--- src/rtl/core/bbc_pkg.sv ---
// ----------------------------------------------------------------------------
// bbc_pkg
// Shared types and constants of the block buffer cache controller.
// ----------------------------------------------------------------------------
package bbc_pkg;

  localparam int DEF_CACHE_ENTRIES = 16;
  localparam int DEV_W  = 8;
  localparam int BLK_W  = 28;
  localparam int SLOT_W = 4;
  localparam int REF_W  = 8;
  localparam logic [REF_W-1:0] REF_MAX = '1;

  typedef enum logic [1:0] {
    FN_ACQUIRE = 2'd0,
    FN_RELEASE = 2'd1,
    FN_SYNC    = 2'd2,
    FN_NOP     = 2'd3
  } func_t;

  typedef enum logic [2:0] {
    K_HIT   = 3'd0,
    K_FETCH = 3'd1,
    K_WB    = 3'd2,
    K_FULL  = 3'd3,
    K_DONE  = 3'd4
  } kind_t;

  typedef enum logic [1:0] {
    ST_FREE = 2'd0,
    ST_USED = 2'd1,
    ST_MOD  = 2'd2
  } entry_st_t;

  typedef enum logic [2:0] {
    S_IDLE,
    S_LOOKUP,
    S_DECIDE,
    S_SYNC,
    S_RELEASE,
    S_DONE
  } state_t;

  typedef struct packed {
    logic  latch;
    logic  lookup;
    logic  scan_clr;
    logic  scan_adv;
    logic  sync_free;
    logic  hit_upd;
    logic  fill;
    logic  rel_upd;
    logic  out_load;
    kind_t out_kind;
  } bbc_cmd_t;

  typedef struct packed {
    logic hit_any;
    logic free_any;
    logic need_wb;
    logic scan_last;
    logic out_free;
    logic req_acq;
  } bbc_sts_t;

endpackage

--- src/rtl/core/bbc_datapath.sv ---
// ----------------------------------------------------------------------------
// bbc_datapath
// Slot tables, tag compare, scan counter and the result register.
// ----------------------------------------------------------------------------
module bbc_datapath import bbc_pkg::*; #(
  parameter int CACHE_ENTRIES = DEF_CACHE_ENTRIES
) (
  input  logic              clk,
  input  logic              rst_n,
  input  logic [1:0]        in_func,
  input  logic [DEV_W-1:0]  in_dev_id,
  input  logic [BLK_W-1:0]  in_block_num,
  input  logic [SLOT_W-1:0] in_slot_in,
  input  logic              in_dirty,
  input  logic              out_ready,
  output logic              out_valid,
  output logic [2:0]        out_kind,
  output logic [SLOT_W-1:0] out_slot_out,
  output logic [DEV_W-1:0]  out_dev_out,
  output logic [BLK_W-1:0]  out_block_out,
  output logic              out_last,
  input  bbc_cmd_t          cmd,
  output bbc_sts_t          sts
);

  localparam int IW = $clog2(CACHE_ENTRIES);

  func_t             req_func_r;
  logic [DEV_W-1:0]  req_dev_r;
  logic [BLK_W-1:0]  req_blk_r;
  logic [SLOT_W-1:0] req_slot_r;
  logic              req_dirty_r;

  entry_st_t         status_r  [CACHE_ENTRIES];
  logic [REF_W-1:0]  refcnt_r  [CACHE_ENTRIES];
  logic [DEV_W-1:0]  tag_dev_r [CACHE_ENTRIES];
  logic [BLK_W-1:0]  tag_blk_r [CACHE_ENTRIES];

  logic [CACHE_ENTRIES-1:0] hit_vec_r, hit_vec_nxt;
  logic [CACHE_ENTRIES-1:0] free_vec_r, free_vec_nxt;
  logic [IW-1:0]            hit_idx, free_idx;
  logic [IW-1:0]            scan_r, scan_nxt;

  logic [IW+SLOT_W-1:0]     rel_wide;
  logic [IW-1:0]            rel_idx;
  logic                     rel_ok;

  logic                     out_valid_r, out_valid_nxt;
  kind_t                    out_kind_r;
  logic [SLOT_W-1:0]        out_slot_r, out_slot_nxt;
  logic [DEV_W-1:0]         out_dev_r, out_dev_nxt;
  logic [BLK_W-1:0]         out_blk_r, out_blk_nxt;
  logic                     out_last_r;
  logic [IW-1:0]            sel_idx;
  logic [IW+SLOT_W-1:0]     sel_wide;

  always_ff @(posedge clk) begin
    if (cmd.latch) begin
      req_func_r  <= func_t'(in_func);
      req_dev_r   <= in_dev_id;
      req_blk_r   <= in_block_num;
      req_slot_r  <= in_slot_in;
      req_dirty_r <= in_dirty;
    end
  end

  always_comb begin
    for (int i = 0; i < CACHE_ENTRIES; i++) begin
      free_vec_nxt[i] = (status_r[i] == ST_FREE);
      hit_vec_nxt[i]  = (status_r[i] != ST_FREE) && (tag_dev_r[i] == req_dev_r) &&
                        (tag_blk_r[i] == req_blk_r);
    end
  end

  always_ff @(posedge clk) begin
    if (cmd.lookup) begin
      hit_vec_r  <= hit_vec_nxt;
      free_vec_r <= free_vec_nxt;
    end
  end

  always_comb begin
    hit_idx  = '0;
    free_idx = '0;
    for (int i = CACHE_ENTRIES - 1; i >= 0; i--) begin
      if (hit_vec_r[i]) hit_idx = IW'(i);
      if (free_vec_r[i]) free_idx = IW'(i);
    end
  end

  always_comb begin
    scan_nxt = scan_r;
    if (cmd.scan_clr) begin
      scan_nxt = '0;
    end else if (cmd.scan_adv) begin
      scan_nxt = scan_r + 1'b1;
    end
  end

  always_ff @(posedge clk) begin
    scan_r <= scan_nxt;
  end

  assign rel_wide = {{IW{1'b0}}, req_slot_r};
  assign rel_idx  = rel_wide[IW-1:0];
  assign rel_ok   = 32'(req_slot_r) < 32'(CACHE_ENTRIES);

  always_ff @(posedge clk) begin
    if (!rst_n) begin
      for (int i = 0; i < CACHE_ENTRIES; i++) begin
        status_r[i] <= ST_FREE;
        refcnt_r[i] <= '0;
      end
    end else begin
      if (cmd.hit_upd && refcnt_r[hit_idx] != REF_MAX) begin
        refcnt_r[hit_idx] <= refcnt_r[hit_idx] + 1'b1;
      end
      if (cmd.fill) begin
        status_r[free_idx] <= ST_USED;
        refcnt_r[free_idx] <= REF_W'(1);
      end
      if (cmd.sync_free && refcnt_r[scan_r] == '0) begin
        status_r[scan_r] <= ST_FREE;
      end
      if (cmd.rel_upd && rel_ok) begin
        if (refcnt_r[rel_idx] != '0) begin
          refcnt_r[rel_idx] <= refcnt_r[rel_idx] - 1'b1;
        end
        if (req_dirty_r && status_r[rel_idx] != ST_FREE) begin
          status_r[rel_idx] <= ST_MOD;
        end
      end
    end
  end

  always_ff @(posedge clk) begin
    if (cmd.fill) begin
      tag_dev_r[free_idx] <= req_dev_r;
      tag_blk_r[free_idx] <= req_blk_r;
    end
  end

  assign sel_wide = {{SLOT_W{1'b0}}, sel_idx};

  always_comb begin
    sel_idx     = '0;
    out_dev_nxt = req_dev_r;
    out_blk_nxt = req_blk_r;
    case (cmd.out_kind)
      K_HIT:   sel_idx = hit_idx;
      K_FETCH: sel_idx = free_idx;
      K_WB: begin
        sel_idx     = scan_r;
        out_dev_nxt = tag_dev_r[scan_r];
        out_blk_nxt = tag_blk_r[scan_r];
      end
      K_FULL:  sel_idx = '0;
      default: begin
        out_dev_nxt = '0;
        out_blk_nxt = '0;
      end
    endcase
    if (cmd.out_kind == K_DONE) begin
      out_slot_nxt = (req_func_r == FN_RELEASE) ? req_slot_r : '0;
    end else begin
      out_slot_nxt = sel_wide[SLOT_W-1:0];
    end
  end

  always_comb begin
    out_valid_nxt = out_valid_r;
    if (cmd.out_load) begin
      out_valid_nxt = 1'b1;
    end else if (out_ready) begin
      out_valid_nxt = 1'b0;
    end
  end

  always_ff @(posedge clk) begin
    if (!rst_n) begin
      out_valid_r <= 1'b0;
    end else begin
      out_valid_r <= out_valid_nxt;
    end
  end

  always_ff @(posedge clk) begin
    if (cmd.out_load) begin
      out_kind_r <= cmd.out_kind;
      out_slot_r <= out_slot_nxt;
      out_dev_r  <= out_dev_nxt;
      out_blk_r  <= out_blk_nxt;
      out_last_r <= (cmd.out_kind != K_WB);
    end
  end

  assign out_valid     = out_valid_r;
  assign out_kind      = out_kind_r;
  assign out_slot_out  = out_slot_r;
  assign out_dev_out   = out_dev_r;
  assign out_block_out = out_blk_r;
  assign out_last      = out_last_r;

  assign sts.hit_any   = |hit_vec_r;
  assign sts.free_any  = |free_vec_r;
  assign sts.need_wb   = (refcnt_r[scan_r] == '0) && (status_r[scan_r] == ST_MOD);
  assign sts.scan_last = (scan_r == IW'(CACHE_ENTRIES - 1));
  assign sts.out_free  = !out_valid_r || out_ready;
  assign sts.req_acq   = (req_func_r == FN_ACQUIRE);

endmodule

--- src/rtl/core/bbc_ctrl.sv ---
// ----------------------------------------------------------------------------
// bbc_ctrl
// Request sequencer: lookup, allocate, sync scan, release and completion.
// ----------------------------------------------------------------------------
module bbc_ctrl import bbc_pkg::*; (
  input  logic     clk,
  input  logic     rst_n,
  input  logic     in_valid,
  input  logic [1:0] in_func,
  output logic     in_ready,
  input  bbc_sts_t sts,
  output bbc_cmd_t cmd
);

  state_t state_r, state_nxt;
  logic   pass_r, pass_nxt;

  always_ff @(posedge clk) begin
    if (!rst_n) begin
      state_r <= S_IDLE;
      pass_r  <= 1'b0;
    end else begin
      state_r <= state_nxt;
      pass_r  <= pass_nxt;
    end
  end

  always_comb begin
    state_nxt    = state_r;
    pass_nxt     = pass_r;
    in_ready     = 1'b0;
    cmd          = '0;
    cmd.out_kind = K_DONE;
    case (state_r)
      S_IDLE: begin
        in_ready = 1'b1;
        if (in_valid) begin
          cmd.latch = 1'b1;
          case (func_t'(in_func))
            FN_ACQUIRE: begin
              pass_nxt  = 1'b0;
              state_nxt = S_LOOKUP;
            end
            FN_RELEASE: state_nxt = S_RELEASE;
            FN_SYNC: begin
              cmd.scan_clr = 1'b1;
              state_nxt    = S_SYNC;
            end
            default: state_nxt = S_DONE;
          endcase
        end
      end
      S_LOOKUP: begin
        cmd.lookup = 1'b1;
        state_nxt  = S_DECIDE;
      end
      S_DECIDE: begin
        if (sts.hit_any) begin
          cmd.out_kind = K_HIT;
          if (sts.out_free) begin
            cmd.hit_upd  = 1'b1;
            cmd.out_load = 1'b1;
            state_nxt    = S_IDLE;
          end
        end else if (sts.free_any) begin
          cmd.out_kind = K_FETCH;
          if (sts.out_free) begin
            cmd.fill     = 1'b1;
            cmd.out_load = 1'b1;
            state_nxt    = S_IDLE;
          end
        end else if (!pass_r) begin
          pass_nxt     = 1'b1;
          cmd.scan_clr = 1'b1;
          state_nxt    = S_SYNC;
        end else begin
          cmd.out_kind = K_FULL;
          if (sts.out_free) begin
            cmd.out_load = 1'b1;
            state_nxt    = S_IDLE;
          end
        end
      end
      S_SYNC: begin
        cmd.out_kind = K_WB;
        if (!sts.need_wb || sts.out_free) begin
          cmd.sync_free = 1'b1;
          cmd.scan_adv  = 1'b1;
          cmd.out_load  = sts.need_wb;
          if (sts.scan_last) begin
            state_nxt = sts.req_acq ? S_LOOKUP : S_DONE;
          end
        end
      end
      S_RELEASE: begin
        cmd.rel_upd = 1'b1;
        state_nxt   = S_DONE;
      end
      S_DONE: begin
        if (sts.out_free) begin
          cmd.out_load = 1'b1;
          state_nxt    = S_IDLE;
        end
      end
      default: state_nxt = S_IDLE;
    endcase
  end

endmodule

--- src/rtl/core/block_buffer_cache_controller.sv ---
// ----------------------------------------------------------------------------
// block_buffer_cache_controller
// Tag and reference-count controller for a disk block buffer cache.
// ----------------------------------------------------------------------------
//  channel | handshake            | payload
//  in      | in_valid / in_ready  | func, dev_id, block_num, slot_in, dirty
//  out     | out_valid / out_ready| kind, slot_out, dev_out, block_out, last
//
//  One request at a time. Acquire hit or fetch: accept, tag compare, decide.
//  Release: accept, update, done. Sync: accept, scan of one slot per cycle
//  unless a writeback stalls, done. A syncing acquire then looks up again.
//  Synchronous reset clears slot status and counts at once; no clearing pass.
//  A single result register decouples the sides; the sequencer waits on it
//  only when a new result must be loaded while the previous one is unclaimed.
// ----------------------------------------------------------------------------
module block_buffer_cache_controller import bbc_pkg::*; #(
  parameter int CACHE_ENTRIES = DEF_CACHE_ENTRIES
) (
  input  logic              clk,
  input  logic              rst_n,
  input  logic              in_valid,
  output logic              in_ready,
  input  logic [1:0]        in_func,
  input  logic [DEV_W-1:0]  in_dev_id,
  input  logic [BLK_W-1:0]  in_block_num,
  input  logic [SLOT_W-1:0] in_slot_in,
  input  logic              in_dirty,
  output logic              out_valid,
  input  logic              out_ready,
  output logic [2:0]        out_kind,
  output logic [SLOT_W-1:0] out_slot_out,
  output logic [DEV_W-1:0]  out_dev_out,
  output logic [BLK_W-1:0]  out_block_out,
  output logic              out_last
);

  bbc_cmd_t cmd;
  bbc_sts_t sts;

  bbc_ctrl u_ctrl (
    .clk      (clk),
    .rst_n    (rst_n),
    .in_valid (in_valid),
    .in_func  (in_func),
    .in_ready (in_ready),
    .sts      (sts),
    .cmd      (cmd)
  );

  bbc_datapath #(
    .CACHE_ENTRIES (CACHE_ENTRIES)
  ) u_datapath (
    .clk           (clk),
    .rst_n         (rst_n),
    .in_func       (in_func),
    .in_dev_id     (in_dev_id),
    .in_block_num  (in_block_num),
    .in_slot_in    (in_slot_in),
    .in_dirty      (in_dirty),
    .out_ready     (out_ready),
    .out_valid     (out_valid),
    .out_kind      (out_kind),
    .out_slot_out  (out_slot_out),
    .out_dev_out   (out_dev_out),
    .out_block_out (out_block_out),
    .out_last      (out_last),
    .cmd           (cmd),
    .sts           (sts)
  );

`ifndef SYNTHESIS
  a_no_overwrite: assert property (@(posedge clk) disable iff (!rst_n)
    cmd.out_load |-> sts.out_free)
    else $error("result register loaded while a result is pending");

  a_one_request: assert property (@(posedge clk) disable iff (!rst_n)
    in_valid && in_ready |=> !in_ready)
    else $error("new request accepted before the current one finished");

  a_fill_has_slot: assert property (@(posedge clk) disable iff (!rst_n)
    cmd.fill |-> sts.free_any && !sts.hit_any)
    else $error("fill issued without a free slot or on a hit");
`endif

endmodule
--- config.mk ---
export PLATFORM = sky130hd
export DESIGN_NAME = block_buffer_cache_controller
export DESIGN_NICKNAME = d
export VERILOG_FILES = /design/src/rtl/core/bbc_pkg.sv /design/src/rtl/core/bbc_datapath.sv /design/src/rtl/core/bbc_ctrl.sv /design/src/rtl/core/block_buffer_cache_controller.sv
export SDC_FILE = /design/constraint.sdc
export NUM_CORES = 1
export LEC_CHECK = 0
export BUFFER_PORTS_ARGS = -buffer_cell sky130_fd_sc_hd__buf_2
export CAP_MARGIN = 20
export CORE_ASPECT_RATIO = 0.6
export CORE_UTILIZATION = 40
export CTS_CLUSTER_DIAMETER = 100
export CTS_CLUSTER_SIZE = 24
export DETAILED_ROUTE_END_ITERATION = 16
export GPL_TIMING_DRIVEN = 0
export PLACE_DENSITY_LB_ADDON = 0.25
export SYNTH_ARGS = -nofsm -noshare
export SYNTH_HDL_FRONTEND = slang
export SYNTH_SLANG_ARGS = --single-unit
--- constraint.sdc ---
create_clock -name clk -period 4.8 [get_ports clk]
set_input_delay 0.24 -clock clk [delete_from_list [all_inputs] [get_ports clk]]
set_output_delay 0.24 -clock clk [all_outputs]
set_load 0.005 [all_outputs]
==> flow_metrics.tcl, run 1 <==
set metrics [dict create \
    final_max_slew_viol_count 0 \
    fmax_mhz 199.6 \
    cp_data_arrival_time_ns 5.37 \
    place_area_um2 46680 \
    synth_ff_type "edfxtp_1" \
    outcome "complete, but fails checks" \
    die_w_um 425.2 \
    r2r-end "u_datapath.hit_vec_r[11]" \
    crit_type "register to register" \
    synth_top_family_by_area "multiplexers" \
    vdd_drop_max_mv 0.2372 \
    root_buffer "clkbuf_16" \
    min_from "out_ready" \
    synth.most_common_cell "edfxtp_1" \
    initial_core_util_pct 40.63 \
    ys_types 85 \
    power_leakage_nw 15.30 \
    min_path_cells 3 \
    setup_ws_ns -0.2095 \
    synth_top_area_cell "edfxtp_1" \
    worst_slew_margin_rel_pct 6.254 \
    use_met2_pct 44.44 \
    async_reset_ff_share_pct 0 \
    insertion_delay_ns 0.68 \
    grt_start_max_net_pins 28 \
    drive_above_1_share_pct 20.96 \
    dp_hpwl_um 171600 \
    worst_pin_slew_ns 1.393 \
    final-setup-viol-count 20 \
    wire_per_inst_um 46.64 \
    rows 92 \
    worstReg2RegStart "u_datapath.req_dev_r[4]" \
    synth_top_area_share_pct 59.73 \
    via_per_inst 6.808 \
    hp-class "input pin to register" \
    port-buffer-count 92 \
    powerDensity_nw_per_um2 393.4 \
    ctsLongestPathBuffers 3 \
    tritoncts "done" \
    finalClockSkew_ns 0.04852 \
    clock_sinks 872 \
    top_usage_layer "met1" \
    critPathBufInv 2 \
    rr_worst_depth 7 \
    syn_nets 2916 \
    use_met3_pct 26.11 \
    fillers 9194 \
    crit_path_top_delay_cell "nor4_1" \
    drc 0 \
    min_to "u_datapath.out_valid" \
    critPathCaptureType "register" \
    synth_edf_count 855 \
    dr_total_vias 31230 \
    drtAntennaViolNets 0 \
    yosysSeqAreaShare_pct 60.52 \
    syn_area_um2 42980 \
    violations "setup timing" \
    grt_pass1_wl_um 273400 \
    die-area_um2 108800 \
    grtUsageMet1_pct 58.29 \
    cts_buffers 42 \
    drt-initial-drc-count 6606 \
    final_cell_area_um2 48880 \
    clk_pin_slew_ns 0.11 \
    netlist_top_cells_count "edfxtp_1, xor2_1, xnor2_1, mux4_2, nor2_1" \
    antenna_found_initial 19 \
    cp_top_family "simple AND/OR/NAND/NOR gates" \
    period_needed_ns 5.009 \
    yosys.area_share.xor_xnor_pct 11.57 \
    dieHeight_um 255.9 \
    synth_mux_area_share_pct 13.42 \
    rrSetupSlack_ns -0.21 \
    required_ns 5.16 \
    finalHoldViolCount 0 \
    ys_ff_latch 872 \
    drv_cap 0 \
    grt.overflow.total 0 \
    gp_congestion 1.120 \
    period_share_pct 104.4 \
    synthToLayoutAreaGrowth_pct 13.71 \
    critPathMaxFanout 17 \
    drtPass1Iterations 6 \
    pin_count 93 \
    synthSimpleGateAreaFrac_pct 8.421 \
    synth-compound-area-share_pct 3.740 \
    final_nets 3207 \
    synth_area_per_cell_um2 15.00 \
    htree_levels 2 \
    core_area_um2 105800 \
    crit_path_cell_trace "clkbuf_1, clkbuf_1, xnor2_1, nand4_1, nor4_1, nand4_1, a2111oi_0" \
    synthCells 2865 \
    yosys_warnings 0 \
    synth_area_leaders "edfxtp_1, mux4_2, xor2_1, xnor2_1, nor2_1" \
    grt_pass1_vias 27540 \
    routed_wl_um 213900 \
    tns_ns -0.7535 \
    grt_util_all_layers_pct 38.62 \
    start_kind "register" \
    cpPeakStageDelay_ns 1.08 \
    synth_adder_area_share_pct 0.1164 \
]
flip-flops by register name (all words and copies together), names as in the netlist, 2 cells and up, named ones only:
signal,flops
u_datapath.status_r,32
u_datapath.out_kind,3
u_datapath.out_block_out,28
u_datapath.req_func_r,2
u_datapath.hit_vec_r,16
u_ctrl.state_r,3
u_datapath.req_dev_r,8
u_datapath.req_blk_r,28
u_datapath.out_dev_out,8
u_datapath.refcnt_r,128
u_datapath.scan_r,4
u_datapath.rel_idx,4
u_datapath.tag_blk_r,448
u_datapath.free_vec_r,16
u_datapath.tag_dev_r,128
u_datapath.out_slot_out,4
routing by layer:
metal  share of wire, %  vias to the layer above  wire length (um)
li1                   -                    11620                 -
met2                 35                     2886             75040
met4                1.8                       12              3791
met3                 21                      200             43910
met1                 42                    16510             90760
met5               0.20                        -               429
tightest hold or removal path, cell delays in order:
cell and delay [ns]:
buf_2 0.09, nand2b_1 0.21, a21boi_0 0.12
layout make-up:
class | count | area [um^2] | share of cell area, %
timing repair buffer | 249 | 2490 | 5.094
multi-input combinational | 1770 | 16380 | 33.51
tap | 1410 | 1764 | 3.609
clock buffer | 53 | 1156 | 2.365
clock inverter | 3 | 22.52 | 0.04608
sequential | 872 | 26020 | 53.22
buffer | 180 | 875.8 | 1.792
antenna | 9 | 22.52 | 0.04608
inverter | 41 | 153.9 | 0.3149
worst max-delay path by stage:
stage,start,cells after the start,end,slack (ns)
6_report,u_datapath.req_dev_r[4],7,u_datapath.hit_vec_r[11],-0.21
5_1_grt,u_datapath.hit_vec_r[2],15,u_datapath.refcnt_r[8][0],-0.002
2_1_floorplan,u_datapath.hit_vec_r[5],7,u_datapath.tag_blk_r[5][0],0.09
3_3_place_gp,u_datapath.hit_vec_r[3],7,u_datapath.tag_blk_r[13][20],-5.78
4_1_cts,u_datapath.hit_vec_r[4],15,u_datapath.refcnt_r[10][2],0.007
3_5_place_dp,u_datapath.hit_vec_r[1],14,u_datapath.refcnt_r[7][2],-1.12
layout by cell type (no fill, tap or decap), types with 11 or more instances in the layout:
cell type / synthesis / routed
nor3_1: 21 / 14
dlygate4sd3_1: 0 / 44
nand2_1: 96 / 77
dfxtp_1: 17 / 17
clkbuf_16: 0 / 45
inv_1: 39 / 39
buf_4: 6 / 30
a22oi_1: 22 / 19
mux4_2: 245 / 245
or3_1: 21 / 21
mux2i_1: 15 / 14
xnor2_1: 257 / 257
or4_1: 14 / 14
nand2_2: 1 / 12
xor2_1: 311 / 311
nor2_4: 0 / 13
a21oi_1: 30 / 28
clkbuf_1: 129 / 114
a22o_1: 36 / 36
edfxtp_1: 855 / 855
nand4_1: 88 / 88
buf_2: 23 / 117
nor4_1: 128 / 125
clkbuf_2: 0 / 19
o21ai_0: 56 / 55
buf_8: 0 / 28
buf_6: 8 / 36
buf_1: 16 / 11
buf_12: 0 / 27
nor2_1: 241 / 227
nand3_1: 39 / 39
where the power goes:
part | leakage, nW | internal [mW] | switching, mW | total (mW)
clock network | 0.572 | 1.71 | 2.59 | 4.30
logic | 6.65 | 1.99 | 3.88 | 5.87
registers | 8.08 | 8.70 | 0.359 | 9.06
total | 15.3 | 12.4 | 6.83 | 19.2
kinds of logic (layout without fill, tap and decap cells):
| kind of cell | after synthesis | after routing |
|---|---|---|
| other cells | 0 | 9 |
| flops | 872 | 872 |
| buf+inv | 223 | 526 |
| xor+xnor | 568 | 568 |
| fa+ha+maj | 4 | 4 |
| compound gates | 222 | 222 |
| simple gates | 707 | 707 |
| mux | 269 | 269 |
repair_timing:
item | CTS | global route
setup endpoints to repair | 321 | 268
hold endpoints to repair | 51 | 0
cloned | 0 | 0
pin swaps | 5 | 7
hold buffers | 44 | 0
setup buffers | 3 | 11
gates resized for setup | 46 | 35
stage by stage:
| stage | worst slack (ns) | total power [mW] | hold slack, ns | util, % | cells |
|---|---|---|---|---|---|
| after floorplan | 0.09407 | 11.89 | 0.3389 | - | 2865 |
| after global placement | -5.779 | 14.39 | 0.4163 | 42.74 | 4367 |
| after detailed placement | -1.115 | 14.55 | 0.4181 | 44.13 | 4450 |
| after CTS | 0.007137 | 18.76 | 0.03865 | 45.82 | 4552 |
| after global routing | -0.002439 | 19.41 | 0.07874 | 46.18 | 4578 |
| final | -0.2095 | 19.23 | 0.04036 | 46.21 | 4587 |
Note: power is estimated with default switching activity, not from simulation.
==> run 2, diff against run 1 <==
- REMOVE_ABC_BUFFERS: default -> 1
==> run 2 against run 1 <==
Compared with the run above: via count fell by 12%; combinational power fell by 15%; critical endpoint is now u_datapath.refcnt_r[8][0]; sequential power rose by 2%; global-route usage fell by 12 points; the flow now finishes without violations; hold slack improved by 0.049 ns; largest power group unchanged; core utilization fell by 0.29 points.
==> flow_metrics.tcl, run 2 (synthesis gave the netlist of run 1 again) <==
set metrics [dict create \
    grt_util_all_layers_pct 26.36 \
    drive_above_1_share_pct 20.60 \
    drt-initial-drc-count 4446 \
    dr_total_vias 27600 \
    place_inst 4282 \
    via_per_inst 6.271 \
    drtPass1Iterations 5 \
    cts_buffers 42 \
    final_max_slew_viol_count 0 \
    final_common_cell "edfxtp_1" \
    routed_wl_um 145900 \
    root_buffer "clkbuf_16" \
    grt_start_max_net_pins 54 \
    final-setup-viol-count 0 \
    finalHoldViolCount 0 \
    min_from "out_ready" \
    outcome "completed" \
    critPathMaxFanout 24 \
    finalClockSkew_ns 0.04734 \
    powerDensity_nw_per_um2 377.6 \
    switching_share_pct 32.32 \
    required_ns 5.11 \
    min_path_cells 3 \
    clk_pin_slew_ns 0.10 \
    top_register "u_datapath.tag_blk_r" \
    drtAntennaViolNets 0 \
    antenna_found_initial 22 \
    p_int_mw 12.41 \
    rows 92 \
    drv_cap 0 \
    initial_core_util_pct 40.63 \
    insertion_delay_ns 0.65 \
    worst_slew_margin_rel_pct 21.10 \
    fillers 9149 \
    min_to "u_datapath.out_valid" \
    synthToLayoutAreaGrowth_pct 13.01 \
    cp_data_arrival_time_ns 5.05 \
    start_kind "register" \
    pwr-share-clk_pct 22.4 \
    core_area_um2 105800 \
    hold_ws_ns 0.08914 \
    rrSetupSlack_ns 0.06 \
    dieHeight_um 255.9 \
    fmax_mhz 210.8 \
    layout_common_cells "edfxtp_1, xor2_1, xnor2_1" \
    reg_top3 "u_datapath.tag_blk_r (448), u_datapath.refcnt_r (128), u_datapath.tag_dev_r (128)" \
    vdd_drop_max_mv 0.3058 \
    rr_worst_depth 12 \
    clock_sinks 872 \
    worst_pin_slew_ns 1.173 \
    hp-class "input pin to register" \
    die_w_um 425.2 \
    fin_cells 4401 \
    switching_power_mw 5.929 \
    crit_type "register to register" \
    die-area_um2 108800 \
    drc 0 \
    final_nets 3028 \
    power_leakage_nw 15.15 \
    seq_power_share_pct 50.4 \
    grt_pass1_wl_um 202300 \
    htree_levels 2 \
    dp_hpwl_um 111100 \
    tritoncts "done" \
    grt_pass1_vias 25890 \
    r2r-end "u_datapath.refcnt_r[8][0]" \
    multiInputGateArea_um2 16390 \
    period_needed_ns 4.744 \
    pin_count 93 \
    grt.overflow.total 0 \
    largest_reg_flops 448 \
    critPathCaptureType "register" \
    power_frac_comb_pct 27.2 \
    port-buffer-count 92 \
    wire_per_inst_um 33.15 \
    ctsLongestPathBuffers 3 \
    gp_congestion 0.9470 \
    period_share_pct 98.83 \
    seqCellArea_um2 26030 \
]
## run 2: how the worst max path moves through the flow
stage,start,to,slack (ns),cells after the start
after floorplan,register,u_datapath.out_block_out[0],-5.28,7
after global placement,register,u_datapath.out_block_out[0],-12.14,8
after detailed placement,u_datapath.hit_vec_r[4],u_datapath.refcnt_r[10][6],-0.88,12
after CTS,register,u_datapath.refcnt_r[7][4],0.004,12
after global routing,u_datapath.hit_vec_r[0],u_datapath.refcnt_r[6][7],-0.005,13
final,register,u_datapath.refcnt_r[8][0],0.06,12
## run 2: critical path, stage by stage (launching register included)
cell and delay [ns]:
dfxtp_4 0.52, buf_12 0.26, mux4_2 0.54, a22oi_1 0.44
nand2_1 0.24, nor4_2 0.41, a31o_4 0.34, and2_4 0.32
a221oi_2 0.14, o21bai_4 0.27, buf_12 0.16, or3_4 0.42
nand2_1 0.31
## run 2: power groups by stage
stage          combinational (mW)  sequential, mW  clock, mW
5_1_grt                      5.15            9.28       4.38
6_report                     4.99            9.25       4.11
2_1_floorplan                2.51            9.60          0
4_1_cts                      4.84            9.23       4.14
3_5_place_dp                 4.76            9.41          0
3_3_place_gp                 3.68            10.0          0
## run 2: cell type report
class                           instances  share of cell area, %
Timing Repair Buffer                  249                  6.372
Tap cell                             1410                  3.632
Clock inverter                          2                0.05151
Sequential cell                       872                  53.59
Multi-Input combinational cell       1771                  33.74
Inverter                               41                 0.3168
Antenna cell                            5                0.02576
Clock buffer                           51                  2.277
## run 2: what timing repair did
item / CTS / global route
hold endpoints to repair: 51 / 0
gates resized for setup: 16 / 25
hold buffers: 44 / 0
gates cloned: 1 / 0
setup endpoints to repair: 256 / 279
setup buffers: 3 / 13
pin swaps: 1 / 3
## run 2: per-stage QoR
stage	utilization, %	worst slack (ns)	total power, mW	instance area [um^2]	setup TNS [ns]
floorplan	-	-5.283	12.11	42190	-637.07
global route	45.91	-0.004559	18.81	48570	-0.03026
detailed placement	44.09	-0.8810	14.16	46640	-151.17
finish	45.92	0.05629	18.34	48580	0
global placement	41.99	-12.14	13.72	44420	-2991.26
CTS	45.69	0.004419	18.22	48340	0
## run 2: metal layers
layer  wire [um]  GRT usage (%)  vias to the layer above
met5           0              0                        -
met4        1611          3.317                        0
met3       20550          8.099                       97
met2       59320          35.36                     1689
met1       64430          42.16                    14560
li1            -              -                    11250
